$ cat src/sv/oci_pkg.sv
package oci_pkg;

	// operation codes carried in the low bits of the input item
	localparam logic [2:0] OP_ADD = 3'd0;
	localparam logic [2:0] OP_SUB = 3'd1;
	localparam logic [2:0] OP_MUL = 3'd2;
	localparam logic [2:0] OP_DIV = 3'd3;
	localparam logic [2:0] OP_NEG = 3'd4;

	// result status codes
	typedef enum logic [1:0] {
		ST_OK   = 2'd0,
		ST_OVF  = 2'd1,
		ST_DIV0 = 2'd2
	} st_t;

	// control that travels with each item down the pipeline
	typedef struct packed {
		logic       valid;
		logic [2:0] op;
		logic       sgn;
		logic       neg;
		st_t        st;
	} ctl_t;

endpackage

$ cat src/sv/oci_prep.sv
module oci_prep #(
	parameter int W = 64
) (
	input  logic            clk,
	input  logic            arst_n,
	input  logic            en,
	input  logic            valid,
	input  logic [2:0]      op,
	input  logic [W-1:0]    a,
	input  logic [W-1:0]    b,
	input  logic            sgn,
	output oci_pkg::ctl_t   ctl_s1,
	output logic [W-1:0]    ma_s1,
	output logic [W-1:0]    mb_s1,
	output logic [W-1:0]    r_s1
);
	import oci_pkg::*;

	localparam logic [W-1:0] SB = {1'b1, {(W-1){1'b0}}};
	localparam logic [W-1:0] M  = {W{1'b1}};

	logic         na, nb;
	logic [W:0]   sum;
	logic [W-1:0] dif;
	logic [W-1:0] r;
	st_t          st;

	assign na  = a[W-1];
	assign nb  = b[W-1];
	assign sum = {1'b0, a} + {1'b0, b};
	assign dif = a - b;

	// add, subtract and negate finish here; divide flags its special cases
	always_comb begin
		r  = '0;
		st = ST_OK;
		case (op)
			OP_ADD: begin
				r = sum[W-1:0];
				if (sgn ? (na == nb && sum[W-1] != na) : sum[W])
					st = ST_OVF;
			end
			OP_SUB: begin
				r = dif;
				if (sgn ? (na != nb && dif[W-1] != na) : (a < b))
					st = ST_OVF;
			end
			OP_DIV: begin
				if (b == '0)
					st = ST_DIV0;
				else if (sgn && a == SB && b == M)
					st = ST_OVF;
			end
			OP_NEG: begin
				r = '0 - a;
				if (sgn ? (a == SB) : (a != '0))
					st = ST_OVF;
			end
			default: begin
				r  = '0;
				st = ST_OK;
			end
		endcase
	end

	// register stage one
	always_ff @(posedge clk or negedge arst_n) begin
		if (!arst_n) begin
			ctl_s1 <= '0;
		end else if (en) begin
			ctl_s1.valid <= valid;
			ctl_s1.op    <= op;
			ctl_s1.sgn   <= sgn;
			ctl_s1.neg   <= sgn && (na != nb);
			ctl_s1.st    <= st;
		end
	end

	always_ff @(posedge clk) begin
		if (en) begin
			ma_s1 <= (sgn && na) ? ('0 - a) : a;
			mb_s1 <= (sgn && nb) ? ('0 - b) : b;
			r_s1  <= r;
		end
	end

endmodule

$ cat config.mk
export PLATFORM = sky130hd
export DESIGN_NAME = oci_prep
export DESIGN_NICKNAME = d
export VERILOG_FILES = /design/src/sv/oci_pkg.sv /design/src/sv/oci_prep.sv
export SDC_FILE = /design/constraint.sdc
export NUM_CORES = 1
export LEC_CHECK = 0
export BUFFER_PORTS_ARGS = -buffer_cell sky130_fd_sc_hd__buf_2
export CAP_MARGIN = 10
export CORE_MARGIN = 5
export CORE_UTILIZATION = 38
export DETAILED_ROUTE_END_ITERATION = 6
export GPL_ROUTABILITY_DRIVEN = 0
export HOLD_SLACK_MARGIN = 0.1
export PLACE_DENSITY_LB_ADDON = 0.08
export SLEW_MARGIN = 0
export SYNTH_ARGS = -nofsm -noshare
export SYNTH_HDL_FRONTEND = slang
export SYNTH_SLANG_ARGS = --single-unit
$ cat constraint.sdc
create_clock -name clk -period 2 [get_ports clk]
set_input_delay 0.1 -clock clk [delete_from_list [all_inputs] [get_ports clk]]
set_output_delay 0.1 -clock clk [all_outputs]
set_load 0.005 [all_outputs]
==> key figures, run 1 <==
Timing
  • Max Fclk: approximately 0.28 GHz
  • Slew Viols, Final: 0
  • WHS: 0.122 ns
  • Final setup fails: between 100 and 150
  • Layout Skew: 0 ns
  • Worst-Margin Slew: roughly 0.86 ns
  • Period utilization: 176%
  • Final count of hold timing violations: 0
  • Unrepaired setup endpoints after global routing: true
  • Slew margin rel.: a little over two fifths
  • Crit path time final: 3.51 ns
  • Final setup margin: -1.51 ns

Detailed routing
  • Via density: 5.48
  • DRC viols: 0
  • Antenna Nets Post-Route: 0
  • Iteration count of the initial detailed-routing pass: 5
  • DRT iter0 DRCs: 1462
  • WL final: 81300 µm
  • WL/cell: between 20 and 25 µm
  • Routed vias: 21093

Clock tree
  • Num Clock Sinks: 200
  • CTS tree: built
  • Number of H-tree levels: 4
  • Worst skew pair latency: 0.50 ns
  • Root buf cell: clkbuf_16
  • Clk pin slew, worst setup/hold paths: approximately 0.07 ns
  • CTS Buffer Depth: 2
  • Num CTS Buffers: 17

Worst hold path
  • Worst hold path class: input pin to flop
  • Worst hold start: b[5]

Synthesis
  • Post-synth top area cell: edfxtp_1
  • Syn_area_per_cell: between 8 and 9 µm²
  • Async SR Flop Fraction: around 4.0%
  • Mapped Area: 17800 µm²
  • Top cells by area, synth: edfxtp_1 32%, ha_1 9.2%, xnor2_1 8.2%, a21oi_1 4.8%, nor2_1 4.3%
  • Yosys cell types: 72
  • Mapped Cells: around 2100
  • Main flop type after synthesis: edfxtp_1
  • YS warnings: 0
  • Top-area cell type share of the netlist area: 32.4%
  • Sequential-to-total area share from yosys stat: around a third
  • Synthesized flop and latch total: 200
  • Net Count, Synth: 2342
  • Number of enable flip-flop cells after synthesis: approximately 190

Finish
  • Synthesis-to-layout area growth: 72.5%
  • Final #Nets: around 3500
  • Final Non-Filler Cells: just under 4000
  • Footprint of the multi-input gates: 13500 µm²
  • Layout cells sized above 1: a little under half
  • Most frequent cells in the layout: 710 x buf_4, 325 x buf_2, 192 x edfxtp_1
  • Filler cell count: just under 4000
  • Most common cell after layout, fill and taps aside: buf_4
  • Register Area: a little under 6000 µm²

Floorplanning
  • Die extent in x: about 230 µm
  • Core Area: about 46000 µm²
  • Total I/O pin count: 336
  • Die Area: ~51000 µm²
  • Initial core utilization: 38.3%
  • Rows: a little under 80
  • Die Y: roughly 230 µm

Power and ir drop
  • Sequential power share: 33.2%
  • Internal power: ~11000 µW
  • Power Dens Cells: 516 nW/µm²
  • Comb pwr share: ~43%
  • VDD IR max: around 570 µV
  • Clk network pwr share: between 20% and 30%
  • Sw power: approximately 5300 µW
  • Sw frac: between 30% and 40%
  • Pleak: ~0.013 µW

Outcome
  • Outcome: complete, but fails checks
  • Failing checks: negative setup slack

Critical path
  • Worst Path Arrival: 3.73 ns
  • Critical Path RT: between 2 and 2.5 ns
  • CP Launch Point: a[2]
  • Critical R2R Launch: ctl_s1[0]
  • CP endpoint kind: flop
  • Setup CP Type: input pin to flop
  • Crit path max fanout: 3
  • CP Launch Type: input pin

Global route
  • GRT Util Overall: 30.5%
  • Antenna violations before repair: 2
  • Largest net degree at the start of global routing: 61
  • Grt met2 use: between 50% and 60%
  • First-pass GRT wire length: 121000 µm
  • Met1 Use GR: between 40 and 50%
  • Busiest layer in global routing: met2
  • Number of global-route vias before repair: approximately 21000
  • Global-route met3 utilization: ~4.5%
  • GRT overflow: 0

Placed design
  • Hpwl dp: around 63000 µm
  • I/O Buffers: ~340
  • Placed cells: 3646

Job
  • Max-Cap Viols: 0
## cell families (layout without fill, tap and decap cells)
| family | Yosys count | in the layout | share of synthesized area [%] |
|---|---|---|---|
| other | 0 | 1 | 0 |
| AO/OA/AOI/OAI | 592 | 592 | 21.2 |
| flip-flops | 200 | 200 | 33.5 |
| adder cells (fa/ha/maj) | 133 | 133 | 9.44 |
| multiplexers | 17 | 17 | 1.02 |
| buffers and inverters | 241 | 1409 | 5.11 |
| XOR/XNOR | 242 | 242 | 11.9 |
| AND/OR/NAND/NOR | 648 | 648 | 17.8 |
## state kept, by name, summed over array words and instances (netlist names)
name,flops
ma_s1,64
ctl_s1,8
r_s1,64
mb_s1,64
## layout make-up
type	instances	share of cell area, %
Antenna cell	1	0.00815
Clock inverter	7	0.383
Clock buffer	25	1.65
Tap cell	607	2.47
Sequential cell	200	19.4
Timing Repair Buffer	1244	30.4
Multi-Input combinational cell	1632	43.9
Inverter	133	1.82
## power groups by stage
stage / registers (µW) / logic, µW / clock network, µW
6_report: 5260 / 6860 / 3730
2_1_floorplan: 5390 / 2610 / 0
4_1_cts: 5260 / 6450 / 3820
3_3_place_gp: 5340 / 5770 / 0
5_1_grt: 5290 / 7320 / 3940
3_5_place_dp: 5340 / 5820 / 0
## path summary, 6_finish.rpt
path,to,slack (ns),depth (start not counted)
hold / removal,mb_s1[5],0.12,4
max in group asynchronous,ctl_s1[4],1.14,3
hold reg to reg,ctl_s1[3],0.51,1
min in group asynchronous,ctl_s1[6],0.57,3
setup reg to reg,ctl_s1[0],1.24,2
setup / recovery,r_s1[61],-1.51,13
## worst max-delay path: stages
cell      delay, ns
buf_6          0.09
or3_4          0.39
or4_4          0.49
or4_4          0.56
or3_4          0.37
or4_4          0.47
nor4_4         0.19
nor3b_4        0.27
nor3b_4        0.28
buf_4          0.16
nand3b_1       0.11
xnor2_1        0.15
o22ai_1        0.09
## Yosys cell counts (15+ instances only)
library cell and count:
nor2_1 206, edfxtp_1 192, a21oi_1 171, xnor2_1 166, nand2_1 134, inv_1 132
ha_1 131, o21ai_0 102, clkbuf_1 98, xor2_1 76, nor3_1 61, o22ai_1 59
nand3_1 43, nand4_1 41, nor4_1 41, o31ai_1 39, a21o_1 35, o21bai_1 34
a31oi_1 31, nor2b_1 22, o211ai_1 18, or3_1 17, a211oi_1 16, nand2b_1 16
and3_1 15
## repair_timing
item,CTS,global route
setup buffers,42,30
pin swaps,141,129
hold buffers,112,1
hold endpoints to repair,146,1
gates resized for setup,255,192
setup endpoints to repair,127,150
## per-layer routing
metal  up-vias  wire length (µm)
met1     10304             34300
met5         -                13
met4         2              2290
met3       129              5020
li1       9893                 -
met2       765             39600
## stage by stage
| step | TNS (ns) | setup WS [ns] | util, % | total power (µW) | instance area (µm²) |
|---|---|---|---|---|---|
| after floorplan | -76.59 | -1.76 | - | 8000 | 18700 |
| after global placement | -167.17 | -2.19 | 56.6 | 11100 | 26300 |
| after detailed placement | -169.35 | -2.22 | 56.6 | 11200 | 26300 |
| after CTS | -119.38 | -1.50 | 63.7 | 15500 | 29600 |
| after global routing | -95.96 | -1.57 | 66.0 | 16500 | 30700 |
| final | -86.86 | -1.51 | 66.1 | 15800 | 30700 |
Power figures use the tool's default switching activity.
==> run 2: changes to the inputs <==
CELL_PAD_IN_SITES_DETAIL_PLACEMENT = 1   (was default)
CELL_PAD_IN_SITES_GLOBAL_PLACEMENT = 1   (was default)
SKIP_LAST_GASP = 1   (was default)
==> key figures, run 2 (same netlist as run 1, synthesis figures left out) <==
Power and ir drop
  • Clk network pwr share: 22.8% (-0.7 points)
  • Power Dens Cells: 535 nW/µm² (+3.6%)
  • Sw power: 6160 µW (+17%)
  • Pleak: 0.0133 µW (-0.87%)
  • Sequential power share: 32.5% (-0.7 points)
  • Comb pwr share: 44.7% (+1.4 points)
  • Sw frac: 37.8% (+4.5 points)
  • VDD IR max: 504 µV (-12%)
  • Internal power: 10100 µW (-4.2%)

Timing
  • Layout Skew: 0 ns (unchanged)
  • Final setup margin: -1.59 ns (-0.0811 ns)
  • Final setup fails: 140 (+8.5%)
  • Unrepaired setup endpoints after global routing: true
  • WHS: 0.125 ns (+0.00253 ns)
  • Crit path time final: 3.59 ns (+0.0810 ns)
  • Worst-Margin Slew: 1.04 ns (+0.178 ns)
  • Setup TNS Final: -90.93 ns (-4.07 ns)
  • Max Fclk: 0.278 GHz (-2.3%)
  • Period utilization: 180% (+4.1 points)
  • Final count of hold timing violations: 0 (unchanged)
  • Slew margin rel.: 30.7% (-12 points)
  • Slew Viols, Final: 0 (unchanged)

Detailed routing
  • Antenna Nets Post-Route: 0 (unchanged)
  • DRC viols: 0 (unchanged)
  • WL final: 107000 µm (+32%)
  • Uppermost layer routed: met5
  • Iteration count of the initial detailed-routing pass: 5 (unchanged)
  • DR WL met2: 51200 µm (+29%)
  • Routed length on met1: 39400 µm (+15%)
  • DRT iter0 DRCs: 2425 (+66%)
  • DR WL met3: 8470 µm (+69%)
  • WL/cell: 27.9 µm (+32%)
  • Routed vias: 23417 (+11%)
  • Via density: 6.11 (+11%)

Global route
  • GRT Util Overall: 37.6% (+7.1 points)
  • First-pass GRT wire length: 148000 µm (+22%)
  • Antenna violations before repair: 10 (+8)
  • Number of global-route vias before repair: 24521 (+16%)
  • Largest net degree at the start of global routing: 58 (-4.9%)
  • GRT overflow: 0 (unchanged)

Placed design
  • Hpwl dp: 70900 µm (+12%)
  • I/O Buffers: 335 (unchanged)

Critical path
  • Crit path max fanout: 3 (unchanged)
  • RR Endpoint: ctl_s1[4]
  • Setup CP Type: input pin to flop
  • Worst Path Arrival: 3.79 ns (+0.06 ns)
  • Reg2Reg Depth: 1 (-1)
  • Critical R2R Launch: ctl_s1[4]
  • Critical Path RT: 2.19 ns (-0.03 ns)
  • Worst R2R Setup Slack: 1.22 ns (-0.02 ns)
  • CP Launch Type: input pin
  • CP endpoint kind: flop
  • CP Launch Point: a[30]

Finish
  • Most common cell after layout, fill and taps aside: buf_4
  • Final #Nets: 3476 (-0.60%)
  • Most frequent cells in the layout: 708 x buf_4, 323 x buf_2, 192 x edfxtp_1
  • Layout cells sized above 1: 47.5% (-0.40 points)
  • Regs by FF count: ma_s1 (64), mb_s1 (64), r_s1 (64)
  • Synthesis-to-layout area growth: 71.1%
  • Filler cell count: 5316 (+37%)

Floorplanning
  • Die extent in x: 226 µm (unchanged)
  • Die Y: 226 µm (unchanged)
  • Initial core utilization: 38.3% (unchanged)
  • Total I/O pin count: 336 (unchanged)
  • Rows: 79 (unchanged)
  • Core Area: 46500 µm² (unchanged)
  • Die Area: 51200 µm² (unchanged)

Clock tree
  • Num CTS Buffers: 17 (unchanged)
  • CTS tree: built
  • Number of H-tree levels: 4 (unchanged)
  • Num Clock Sinks: 200 (unchanged)
  • Root buf cell: clkbuf_16
  • Worst skew pair latency: 0.51 ns (about the same)
  • Clk pin slew, worst setup/hold paths: 0.07 ns (about the same)
  • CTS Buffer Depth: 2 (unchanged)

Job
  • Max-Cap Viols: 0 (unchanged)

Worst hold path
  • Hold endpoint: mb_s1[60]
  • Worst hold path class: input pin to flop
  • Worst hold start: b[60]
  • Hold Path Cell Cnt: 4 (unchanged)

Outcome
  • Outcome: complete, but fails checks
  • Failing checks: negative setup slack
[run 2: changes by cell type in the layout (fill, tap and decap cells not counted), sizes merged]
cell,previous run,this run
clkbuf,27,20
diode,1,6
clkinv,2,6
dlygate4sd3,111,100
buf,1131,1122
inv,132,136
bufinv,3,1
[run 2: cell type report]
cell class | count | area [µm²] | area share [%]
antenna | 6 | 15.0 | 0.0493
clock buffer | 19 | 433 | 1.42
clock inverter | 13 | 143 | 0.469
inverter | 133 | 554 | 1.82
multi-input combinational | 1632 | 13500 | 44.3
sequential | 200 | 5970 | 19.6
tap | 607 | 759 | 2.50
timing repair buffer | 1223 | 9080 | 29.8
[run 2: worst max-delay path by stage]
stage	slack, ns	end
detailed placement	-2.31	r_s1[53]
CTS	-1.43	r_s1[61]
floorplan	-1.76	r_s1[59]
global route	-1.66	r_s1[61]
global placement	-2.16	r_s1[61]
finish	-1.59	r_s1[61]
[run 2: per-stage QoR]
stage / total power [µW] / cells / area [µm²] / utilization [%] / setup WS, ns
after detailed placement: 11200 / 3600 / 25900 / 55.8 / -2.31
after global placement: 11000 / 3600 / 25900 / 55.8 / -2.16
after floorplan: 8000 / 2073 / 18700 / - / -1.76
after CTS: 15400 / 3785 / 29300 / 63.1 / -1.43
after global routing: 16800 / 3829 / 30400 / 65.5 / -1.66
final: 16300 / 3833 / 30400 / 65.5 / -1.59
[run 2: power by group through the flow]
stage / registers, µW / clock network [µW] / logic (µW)
2_1_floorplan: 5390 / 0 / 2610
3_3_place_gp: 5340 / 0 / 5690
3_5_place_dp: 5360 / 0 / 5870
4_1_cts: 5270 / 3690 / 6490
5_1_grt: 5310 / 3890 / 7570
6_report: 5280 / 3710 / 7280
[run 2: per-layer routing]
| metal | vias up | global-route usage (%) |
|---|---|---|
| met1 | 11609 | 44.6 |
| met5 | - | 0 |
| li1 | 9859 | - |
| met3 | 516 | 7.02 |
| met4 | 10 | 20.0 |
| met2 | 1423 | 64.7 |
[run 2: what timing repair did]
action | 4_1_cts | 5_1_grt
pin swaps | 126 | 120
setup buffers | 63 | 59
gates resized for setup | 274 | 172
setup endpoints to repair | 126 | 141
hold endpoints to repair | 108 | 0
hold buffers | 100 | 0
[run 2: worst max-delay path, stage by stage]
cell      delay, ns
buf_6          0.10
or4_4          0.53
or2_4          0.30
or4_4          0.53
or3_4          0.37
or4_4          0.46
nor4_4         0.18
nor3b_4        0.34
nor3b_4        0.29
buf_6          0.13
nand3b_1       0.13
xnor2_1        0.19
o22ai_1        0.12
