## config.mk

```make
export PLATFORM = sky130hd
export DESIGN_NAME = oci_div_step
export DESIGN_NICKNAME = d
export VERILOG_FILES = /design/src/sv/oci_pkg.sv /design/src/sv/oci_div_step.sv
export SDC_FILE = /design/constraint.sdc
export NUM_CORES = 1
export LEC_CHECK = 0
export ABC_CLOCK_PERIOD_IN_PS = 1070
export BUFFER_PORTS_ARGS = -buffer_cell sky130_fd_sc_hd__buf_2
export CAP_MARGIN = 25
export CELL_PAD_IN_SITES_DETAIL_PLACEMENT = 1
export CELL_PAD_IN_SITES_GLOBAL_PLACEMENT = 2
export CORE_ASPECT_RATIO = 1.4
export CORE_MARGIN = 10
export CORE_UTILIZATION = 30
export DETAILED_ROUTE_END_ITERATION = 10
export HOLD_SLACK_MARGIN = 0.02
export PLACE_DENSITY = 0.89
export RECOVER_POWER = 50
export SYNTH_ARGS = -nofsm -noshare
export SYNTH_HDL_FRONTEND = slang
export SYNTH_SLANG_ARGS = --single-unit
```

## constraint.sdc

```tcl
create_clock -name clk -period 1.07 [get_ports clk]
set_clock_uncertainty 0.1 [all_clocks]
set_input_delay 0.107 -clock clk [delete_from_list [all_inputs] [get_ports clk]]
set_output_delay 0.107 -clock clk [all_outputs]
set_load 0.1 [all_outputs]
```

## src/sv/oci_pkg.sv

```systemverilog
package oci_pkg;

	// operation codes carried in the low bits of the input item
	localparam logic [2:0] OP_ADD = 3'd0;
	localparam logic [2:0] OP_SUB = 3'd1;
	localparam logic [2:0] OP_MUL = 3'd2;
	localparam logic [2:0] OP_DIV = 3'd3;
	localparam logic [2:0] OP_NEG = 3'd4;

	// result status codes
	typedef enum logic [1:0] {
		ST_OK   = 2'd0,
		ST_OVF  = 2'd1,
		ST_DIV0 = 2'd2
	} st_t;

	// control that travels with each item down the pipeline
	typedef struct packed {
		logic       valid;
		logic [2:0] op;
		logic       sgn;
		logic       neg;
		st_t        st;
	} ctl_t;

endpackage

```

## src/sv/oci_div_step.sv

```systemverilog
module oci_div_step #(
	parameter int W = 64
) (
	input  logic            clk,
	input  logic            arst_n,
	input  logic            en,
	input  oci_pkg::ctl_t   ctl_in,
	input  logic [2*W-1:0]  pr_in,
	input  logic [W-1:0]    dv_in,
	input  logic [W-1:0]    side_in,
	output oci_pkg::ctl_t   ctl_q,
	output logic [2*W-1:0]  pr_q,
	output logic [W-1:0]    dv_q,
	output logic [W-1:0]    side_q
);
	import oci_pkg::*;

	logic [W:0]   cand;
	logic [W:0]   diff;
	logic         take;

	// shift in the next dividend bit and try the divisor against it
	assign cand = pr_in[2*W-1:W-1];
	assign take = cand >= {1'b0, dv_in};
	assign diff = cand - {1'b0, dv_in};

	always_ff @(posedge clk or negedge arst_n) begin
		if (!arst_n) begin
			ctl_q <= '0;
		end else if (en) begin
			ctl_q <= ctl_in;
		end
	end

	always_ff @(posedge clk) begin
		if (en) begin
			pr_q   <= {(take ? diff[W-1:0] : cand[W-1:0]), pr_in[W-2:0], take};
			dv_q   <= dv_in;
			side_q <= side_in;
		end
	end

endmodule

```

==> results of run 1 <==
[through the flow]
| stage | worst slack (ns) | utilization, % | total power [µW] |
|---|---|---|---|
| global placement | -2.21 | 53.0 | 31100 |
| detailed placement | -2.25 | 53.0 | 31600 |
| floorplan | -1.59 | - | 23400 |
| global route | -1.61 | 68.0 | 48400 |
| CTS | -1.32 | 64.7 | 44200 |
| finish | -1.59 | 68.1 | 47700 |
[layout make-up]
type,count,area (µm²),share of cell area (%)
sequential,264,7920,27.0
inverter,88,373,1.27
clock inverter,20,193,0.658
timing repair buffer,1149,12600,43.0
tap,552,691,2.36
multi-input combinational,685,6670,22.8
antenna,10,25.0,0.0855
clock buffer,36,825,2.82
[logic make-up after synthesis]
| logic type | after synthesis | share of synthesized area (%) |
|---|---|---|
| muxes | 10 | 0.844 |
| DFF | 264 | 60.5 |
| buffers and inverters | 133 | 4.31 |
| and+or+nand+nor | 254 | 9.28 |
| AOI/OAI and AO/OA | 299 | 15.0 |
| adders and majority gates | 65 | 6.29 |
| xor gates and xnor gates | 57 | 3.83 |
[what timing repair did]
item / 4_1_cts / 5_1_grt
setup buffers: 39 / 36
gates cloned: 3 / 9
pin swaps: 91 / 83
setup endpoints to repair: 329 / 349
resized for setup: 226 / 263
hold buffers: 265 / 2
hold endpoints to repair: 393 / 2
[flip-flops by register name (all words and copies together) (netlist names)]
name    flops
pr_q      128
dv_q       64
side_q     64
ctl_q       8
[power groups by stage]
stage                     clock network (µW)  registers, µW  logic, µW
final                                  11600          13800      22200
after global routing                   12000          13900      22600
after floorplan                            0          20500       2920
after global placement                     0          13700      17400
after CTS                              10900          13600      19700
after detailed placement                   0          13800      17800
[worst min-delay path, delay by kind of cell]
kind | cells | cell delay (ns)
compound gates | 1 | 0.13
xor+xnor | 1 | 0.08
buf+inv | 1 | 0.13
fa+ha+maj | 1 | 0.17
[layer usage]
| metal | up-vias | part of all wire [%] | global-route usage (%) |
|---|---|---|---|
| met5 | - | 0.055 | 0 |
| met4 | 8 | 8.8 | 18.3 |
| met3 | 505 | 8.3 | 8.50 |
| met2 | 1232 | 51 | 61.7 |
| met1 | 7970 | 31 | 31.5 |
| li1 | 6281 | - | - |
[layout by cell type (no fill, tap or decap), drive strengths merged, types with 7 or more instances in the layout]
master       Yosys  layout
nand4           31      31
clkbuf          16     111
dlygate4sd3      0     267
inv             88      89
nor3            14      14
ha              64      64
o21bai          19      19
nor2b            8       8
xor2            26      26
a21oi           88      88
o21a             7       7
nand3           11      11
diode            0      10
clkinv           0      15
buf             29     807
edfxtp         256     256
nor2            43      43
a21o            28      28
dfrtp            8       8
xnor2           31      31
nand2          118     118
mux2             8       8
o21ai          104     104
and3             7       7
[final timing paths]
path	depth (start not counted)	end	slack, ns	start
min	4	pr_q[96]	0.05	pr_in[95]
min reg2reg	1	ctl_q[6]	0.50	ctl_q[6]
min in group asynchronous	3	ctl_q[0]	0.48	arst_n
max in group asynchronous	3	ctl_q[2]	-0.01	arst_n
max	15	pr_q[74]	-1.59	dv_in[58]
max reg2reg	2	ctl_q[3]	-0.08	ctl_q[3]
==> metrics.log, run 1 <==
INFO  metric die-area = 0.0523 mm²
INFO  metric h-tree-depth = 1
INFO  metric internal-power = 27,400 µW
INFO  metric ys_seq_area_share = 60.5%
INFO  metric first_global_vias = 16,700
INFO  metric cts.root.buffer_cell = sky130_fd_sc_hd__clkbuf_16
INFO  metric netSwitchingFraction = 42.6%
INFO  metric cells_along_the_critical_path = buf_2, inv_2, ha_4, buf_6, nand4_1, nor4_2, buf_4, nand4_1, o311ai_2, a41oi_4, buf_12, buf_12, clkbuf_16, nand2_2, o21ai_2
INFO  metric drtIter0Drc = 1,303
INFO  metric fmax = 376 MHz
INFO  metric rows = 90
INFO  metric number_of_iterations_in_the_first_detailed_routing_pass = 5
INFO  metric global_route_wire_length_before_repair = 126,000 µm
INFO  metric combinationalPowerShare = 46.6%
INFO  metric power.switching = 20,300 µW
INFO  metric placed_cells_incl_taps = 2,390
INFO  metric synth.cell_area = 0.0130 mm²
INFO  metric clock_path_buffers = 3
INFO  metric initial_antenna_violation_count = 13
INFO  metric cts_sinks = 264
INFO  metric ys.flop_type = sky130_fd_sc_hd__edfxtp_1
INFO  metric slew_viol_final = 0
INFO  metric detailroute.via_count = 16,000
INFO  metric worstMarginPinSlew = 0.776 ns
INFO  metric endpoint_kind = register
INFO  metric synth_area_leaders = sky130_fd_sc_hd__edfxtp_1 (59%), sky130_fd_sc_hd__ha_1 (6.1%), sky130_fd_sc_hd__o21ai_0 (3.6%)
INFO  metric cell_area_power_density = 1630 mW/mm²
INFO  metric critPathSlowestCell = sky130_fd_sc_hd__o311ai_2
INFO  metric setup_violations = 484
INFO  metric gp_routability_congestion = 0.893
INFO  metric worst-path-max-fanout = 9
INFO  metric starting_utilization_of_the_core_area = 30.3%
INFO  metric syn_nets = 1,414
INFO  metric slew_limit_headroom = 47.9%
INFO  metric drt-wirelength-per-cell = 36.9 µm
INFO  metric drive_above_1_share = 54.5%
INFO  metric setup-tns-final = -198.97 ns
INFO  metric design.portCount = 531
INFO  metric cts_tree = built
INFO  metric grt_setup_unrepaired = yes
INFO  metric hpwl = 53,400 µm
INFO  metric maxCapViolations = 0
INFO  metric ys_seq_elements = 264
INFO  metric synthMostInstantiatedCell = sky130_fd_sc_hd__edfxtp_1
INFO  metric run_status = finished with violations
INFO  metric clock_power_share = 24.4%
INFO  metric global_route.overflow_total = 0
INFO  metric num-nets-final = 2,550
INFO  metric yosysUniqueCellTypes = 73
INFO  metric synth_cells = 1,082
INFO  metric final.fill_count = 4,032
INFO  metric dpl-instance-area = 0.0228 mm²
INFO  metric fp.dieH = 267 µm
INFO  metric synth_enable_flop_cells = 256
INFO  metric buffer_ports.inserted = 530
INFO  metric yosys_warnings = 0
INFO  metric synth.cells.most_frequent = sky130_fd_sc_hd__edfxtp_1 (256), sky130_fd_sc_hd__nand2_1 (116), sky130_fd_sc_hd__o21ai_0 (93)
INFO  metric die_w = 196 µm
INFO  metric peakVddDrop = 0.00154 V
INFO  metric worstSetupPathType = in2reg
INFO  metric instances_no_fill = 2,804
INFO  metric drcViolationCount = 0
INFO  metric drt_wl_total = 103,000 µm
INFO  metric viasPerCell = 5.70
INFO  metric post_route_ant_nets = 0
INFO  metric final_ws_setup = -1.59 ns
INFO  metric number_of_buffers_and_inverters_on_the_critical_path = 7
INFO  metric flop_pwr_share = 29.0%
INFO  metric critical-path-top-delay-family = buffers and inverters
INFO  metric worst-endpoint-arrival = 2.87 ns
INFO  metric cp_data_required_time = 1.29 ns
INFO  metric post-route-period-util = 248%
INFO  metric total_clock_buffers_created_by_cts = 30
INFO  metric synthArstFlopShare = 3.03%
INFO  metric largest_net_degree_at_the_start_of_global_routing = 56
INFO  metric worstSetupStartpointType = primary input
INFO  metric hold_viol = 0
INFO  metric final.hold.worst_slack = 0.0543 ns
INFO  metric grt.total_usage = 32.8%
INFO  metric yosysTopAreaCell = sky130_fd_sc_hd__edfxtp_1
INFO  metric holdCritPathClass = in2reg
INFO  metric crit_path_max_incr_delay = 0.43 ns
INFO  metric period_needed = 2.66 ns
INFO  metric final_instance_area = 0.0293 mm²
INFO  metric clk_transition_reported_paths = 0.07 ns
INFO  metric post_synth.cell_area_avg = 12.1 µm²
INFO  metric clk_latency = 0.60 ns
INFO  metric violations = negative setup slack
INFO  metric synthToLayoutAreaGrowth = 125%
INFO  metric yosysTopAreaCellShare = 59.0%
INFO  metric p_leak = 0.0123 µW
INFO  metric floorplan.core_area = 0.0430 mm²
Power figures use the tool's default switching activity.
==> run 2, diff against run 1 <==
--- a/config.mk
+++ b/config.mk
@@ -17,6 +17,7 @@
 export HOLD_SLACK_MARGIN = 0.02
 export PLACE_DENSITY = 0.89
 export RECOVER_POWER = 50
+export SETUP_SLACK_MARGIN = 0.02
 export SYNTH_ARGS = -nofsm -noshare
 export SYNTH_HDL_FRONTEND = slang
 export SYNTH_SLANG_ARGS = --single-unit
==> run 2 against run 1 <==
Compared with the run above:
- the run still ends with negative setup slack left
- sequential power about the same
- worst setup slack worse by 0.41 ns
- register-to-register slack better by 0.02 ns
- via count up 1.3%
- cell area up 0.54%
==> metrics.log, run 2 (synthesized netlist as in run 1, its figures left out) <==
INFO  metric final_ws_setup = -2.00 ns (-0.411 ns)
INFO  metric largest_reg_flops = 128 (unchanged)
INFO  metric critical_path.most_common_cell = sky130_fd_sc_hd__a21o_1
INFO  metric cell_area_power_density = 1630 mW/mm² (about the same)
INFO  metric critical_path_depth = 12 (-3)
INFO  metric drtIter0Drc = 1,491 (+14%)
INFO  metric num-nets-final = 2,555 (+0.20%)
INFO  metric period_needed = 3.07 ns (+0.411 ns)
INFO  metric rows = 90 (unchanged)
INFO  metric worstMarginPinSlew = 0.945 ns (+0.170 ns)
INFO  metric viasPerCell = 5.77 (+1.1%)
INFO  metric number_of_buffers_and_inverters_on_the_critical_path = 3 (-4)
INFO  metric post_route_ant_nets = 0 (unchanged)
INFO  metric endpoint_kind = register
INFO  metric run_status = finished with violations
INFO  metric slew_viol_final = 0 (unchanged)
INFO  metric h-tree-depth = 1 (unchanged)
INFO  metric flop_pwr_share = 28.9% (about the same)
INFO  metric power.switching = 20,500 µW (+0.95%)
INFO  metric drive_above_1_share = 55.7% (+1.2 points)
INFO  metric holdCritPathClass = in2reg
INFO  metric grt.total_usage = 32.8% (unchanged)
INFO  metric cts_tree = built
INFO  metric worst-r2r-cell-count = 2 (unchanged)
INFO  metric setup_violations = 437 (-9.7%)
INFO  metric die-area = 0.0523 mm² (unchanged)
INFO  metric critical-path-top-delay-family = compound AO/OA/AOI/OAI gates
INFO  metric cp_data_required_time = 1.29 ns (about the same)
INFO  metric total_clock_buffers_created_by_cts = 30 (unchanged)
INFO  metric number_of_iterations_in_the_first_detailed_routing_pass = 7 (+2)
INFO  metric largest_net_degree_at_the_start_of_global_routing = 56 (unchanged)
INFO  metric clock_power_share = 24.3% (about the same)
INFO  metric layout.cells.most_common_list = sky130_fd_sc_hd__buf_4 (297), sky130_fd_sc_hd__buf_12 (280), sky130_fd_sc_hd__dlygate4sd3_1 (267)
INFO  metric hold-path-cell-count = 4 (unchanged)
INFO  metric buffer_ports.inserted = 530 (unchanged)
INFO  metric cells_along_the_critical_path = buf_2, inv_1, ha_1, buf_4, a21o_1, a21o_1, a21oi_1, o21ai_0, a221oi_4, nor3b_1, a211oi_2, o21ai_1
INFO  metric drt-wirelength-per-cell = 38.2 µm (+3.5%)
INFO  metric gp_routability_congestion = 0.893 (unchanged)
INFO  metric worstSetupPathType = in2reg
INFO  metric clock_path_buffers = 3 (unchanged)
INFO  metric peakVddDrop = 0.00133 V (-14%)
INFO  metric clk_latency = 0.59 ns (about the same)
INFO  metric netSwitchingFraction = 42.8% (+0.17 points)
INFO  metric design.portCount = 531 (unchanged)
INFO  metric initial_antenna_violation_count = 12 (-1)
INFO  metric dpl-instance-area = 0.0228 mm² (unchanged)
INFO  metric worst-path-max-fanout = 4 (-5)
INFO  metric hpwl = 53,400 µm (unchanged)
INFO  metric maxCapViolations = 0 (unchanged)
INFO  metric hold_viol = 0 (unchanged)
INFO  metric worstSetupStartpointType = primary input
INFO  metric first_global_vias = 16,700 (unchanged)
INFO  metric seqCellArea = 0.00792 mm² (unchanged)
INFO  metric starting_utilization_of_the_core_area = 30.3% (unchanged)
INFO  metric global_route.overflow_total = 0 (unchanged)
INFO  metric slew_limit_headroom = 36.3% (-12 points)
INFO  metric fp.dieH = 267 µm (unchanged)
INFO  metric critPathSlowestCell = sky130_fd_sc_hd__a21oi_1
INFO  metric internal-power = 27,500 µW (+0.26%)
INFO  metric final_instance_area = 0.0294 mm² (+0.54%)
INFO  metric leading_cell_type_in_the_layout_fill_and_taps_excluded = sky130_fd_sc_hd__buf_4
INFO  metric die_w = 196 µm (unchanged)
INFO  metric post-route-period-util = 287% (+38 points)
INFO  metric global_route_wire_length_before_repair = 126,000 µm (unchanged)
INFO  metric clk_transition_reported_paths = 0.08 ns (about the same)
INFO  metric floorplan.core_area = 0.0430 mm² (unchanged)
INFO  metric crit_path_max_incr_delay = 0.67 ns (+0.24 ns)
INFO  metric postLayoutCoreUtil = 68.4% (+0.37 points)
INFO  metric worst-endpoint-arrival = 3.29 ns (+0.42 ns)
INFO  metric combinationalPowerShare = 46.8% (+0.2 points)
INFO  metric drcViolationCount = 0 (unchanged)
INFO  metric synthToLayoutAreaGrowth = 126%
INFO  metric cts_sinks = 264 (unchanged)
INFO  metric drt_wl_total = 107,000 µm (+3.8%)
INFO  metric max_flop_register = pr_q
INFO  metric area_of_combinational_cells_with_multiple_inputs = 0.00668 mm² (+0.15%)
INFO  metric fmax = 326 MHz (-13%)
INFO  metric reg_top3 = pr_q x128, dv_q x64, side_q x64
INFO  metric detailroute.via_count = 16,200 (+1.3%)
INFO  metric grt_setup_unrepaired = yes
INFO  metric violations = negative setup slack
INFO  metric place_ws = -2.25 ns (unchanged)
INFO  metric final.fill_count = 4,011 (-0.52%)
INFO  metric p_leak = 0.0124 µW (+0.97%)
INFO  metric cts.root.buffer_cell = sky130_fd_sc_hd__clkbuf_16
[run 2: routing by layer]
layer  global-route usage [%]  part of all wire [%]  vias to the layer above
met5                        0                 0.028                        -
met3                     8.50                   9.5                      571
met4                     18.3                   9.9                        6
li1                         -                     -                     6290
met2                     61.7                    50                     1288
met1                     31.5                    31                     8051
[run 2: per-stage QoR]
stage | std cells | hold WS (ns) | TNS, ns | power (µW)
3_5_place_dp | 2390 | -0.133 | -132.96 | 31600
3_3_place_gp | 2390 | -0.146 | -128.10 | 31100
4_1_cts | 2753 | -0.231 | -172.40 | 44200
5_1_grt | 2808 | 0.0535 | -218.68 | 48600
6_report | 2811 | 0.0427 | -211.41 | 48000
2_1_floorplan | 1082 | -0.289 | -107.84 | 23400
[run 2: worst paths after layout]
path	start	endpoint	slack [ns]
max	dv_in[53]	pr_q[124]	-2.00
min	pr_in[91]	pr_q[92]	0.04
max reg2reg	ctl_q[5]	ctl_q[5]	-0.06
min reg2reg	ctl_q[6]	ctl_q[6]	0.50
max in group asynchronous	arst_n	ctl_q[1]	0.03
min in group asynchronous	arst_n	ctl_q[0]	0.47
[run 2: timing repair]
| action | in CTS | in global routing |
|---|---|---|
| pin swaps | 91 | 84 |
| endpoints found under the hold margin | 393 | 2 |
| buffers inserted | 39 | 38 |
| cloned | 3 | 11 |
| hold buffers | 265 | 2 |
| gates resized for setup | 226 | 278 |
| endpoints found under the setup margin | 329 | 436 |
[run 2: final cells by class]
type,count,area share (%)
tap,552,2.35
multi-input combinational,685,22.7
antenna,12,0.102
inverter,88,1.28
timing repair buffer,1154,43.2
sequential,264,26.9
clock inverter,20,0.655
clock buffer,36,2.80
[run 2: tightest hold or removal path, cell delays in order]
cell	delay, ns
sky130_fd_sc_hd__buf_2	0.12
sky130_fd_sc_hd__ha_4	0.17
sky130_fd_sc_hd__xnor2_1	0.11
sky130_fd_sc_hd__o21ai_2	0.12
[run 2: power by group through the flow]
| stage | registers, µW | clock network, µW | logic [µW] |
|---|---|---|---|
| CTS | 13600 | 10900 | 19700 |
| global route | 13900 | 12000 | 22800 |
| detailed placement | 13800 | 0 | 17800 |
| floorplan | 20500 | 0 | 2920 |
| finish | 13900 | 11600 | 22500 |
| global placement | 13700 | 0 | 17400 |
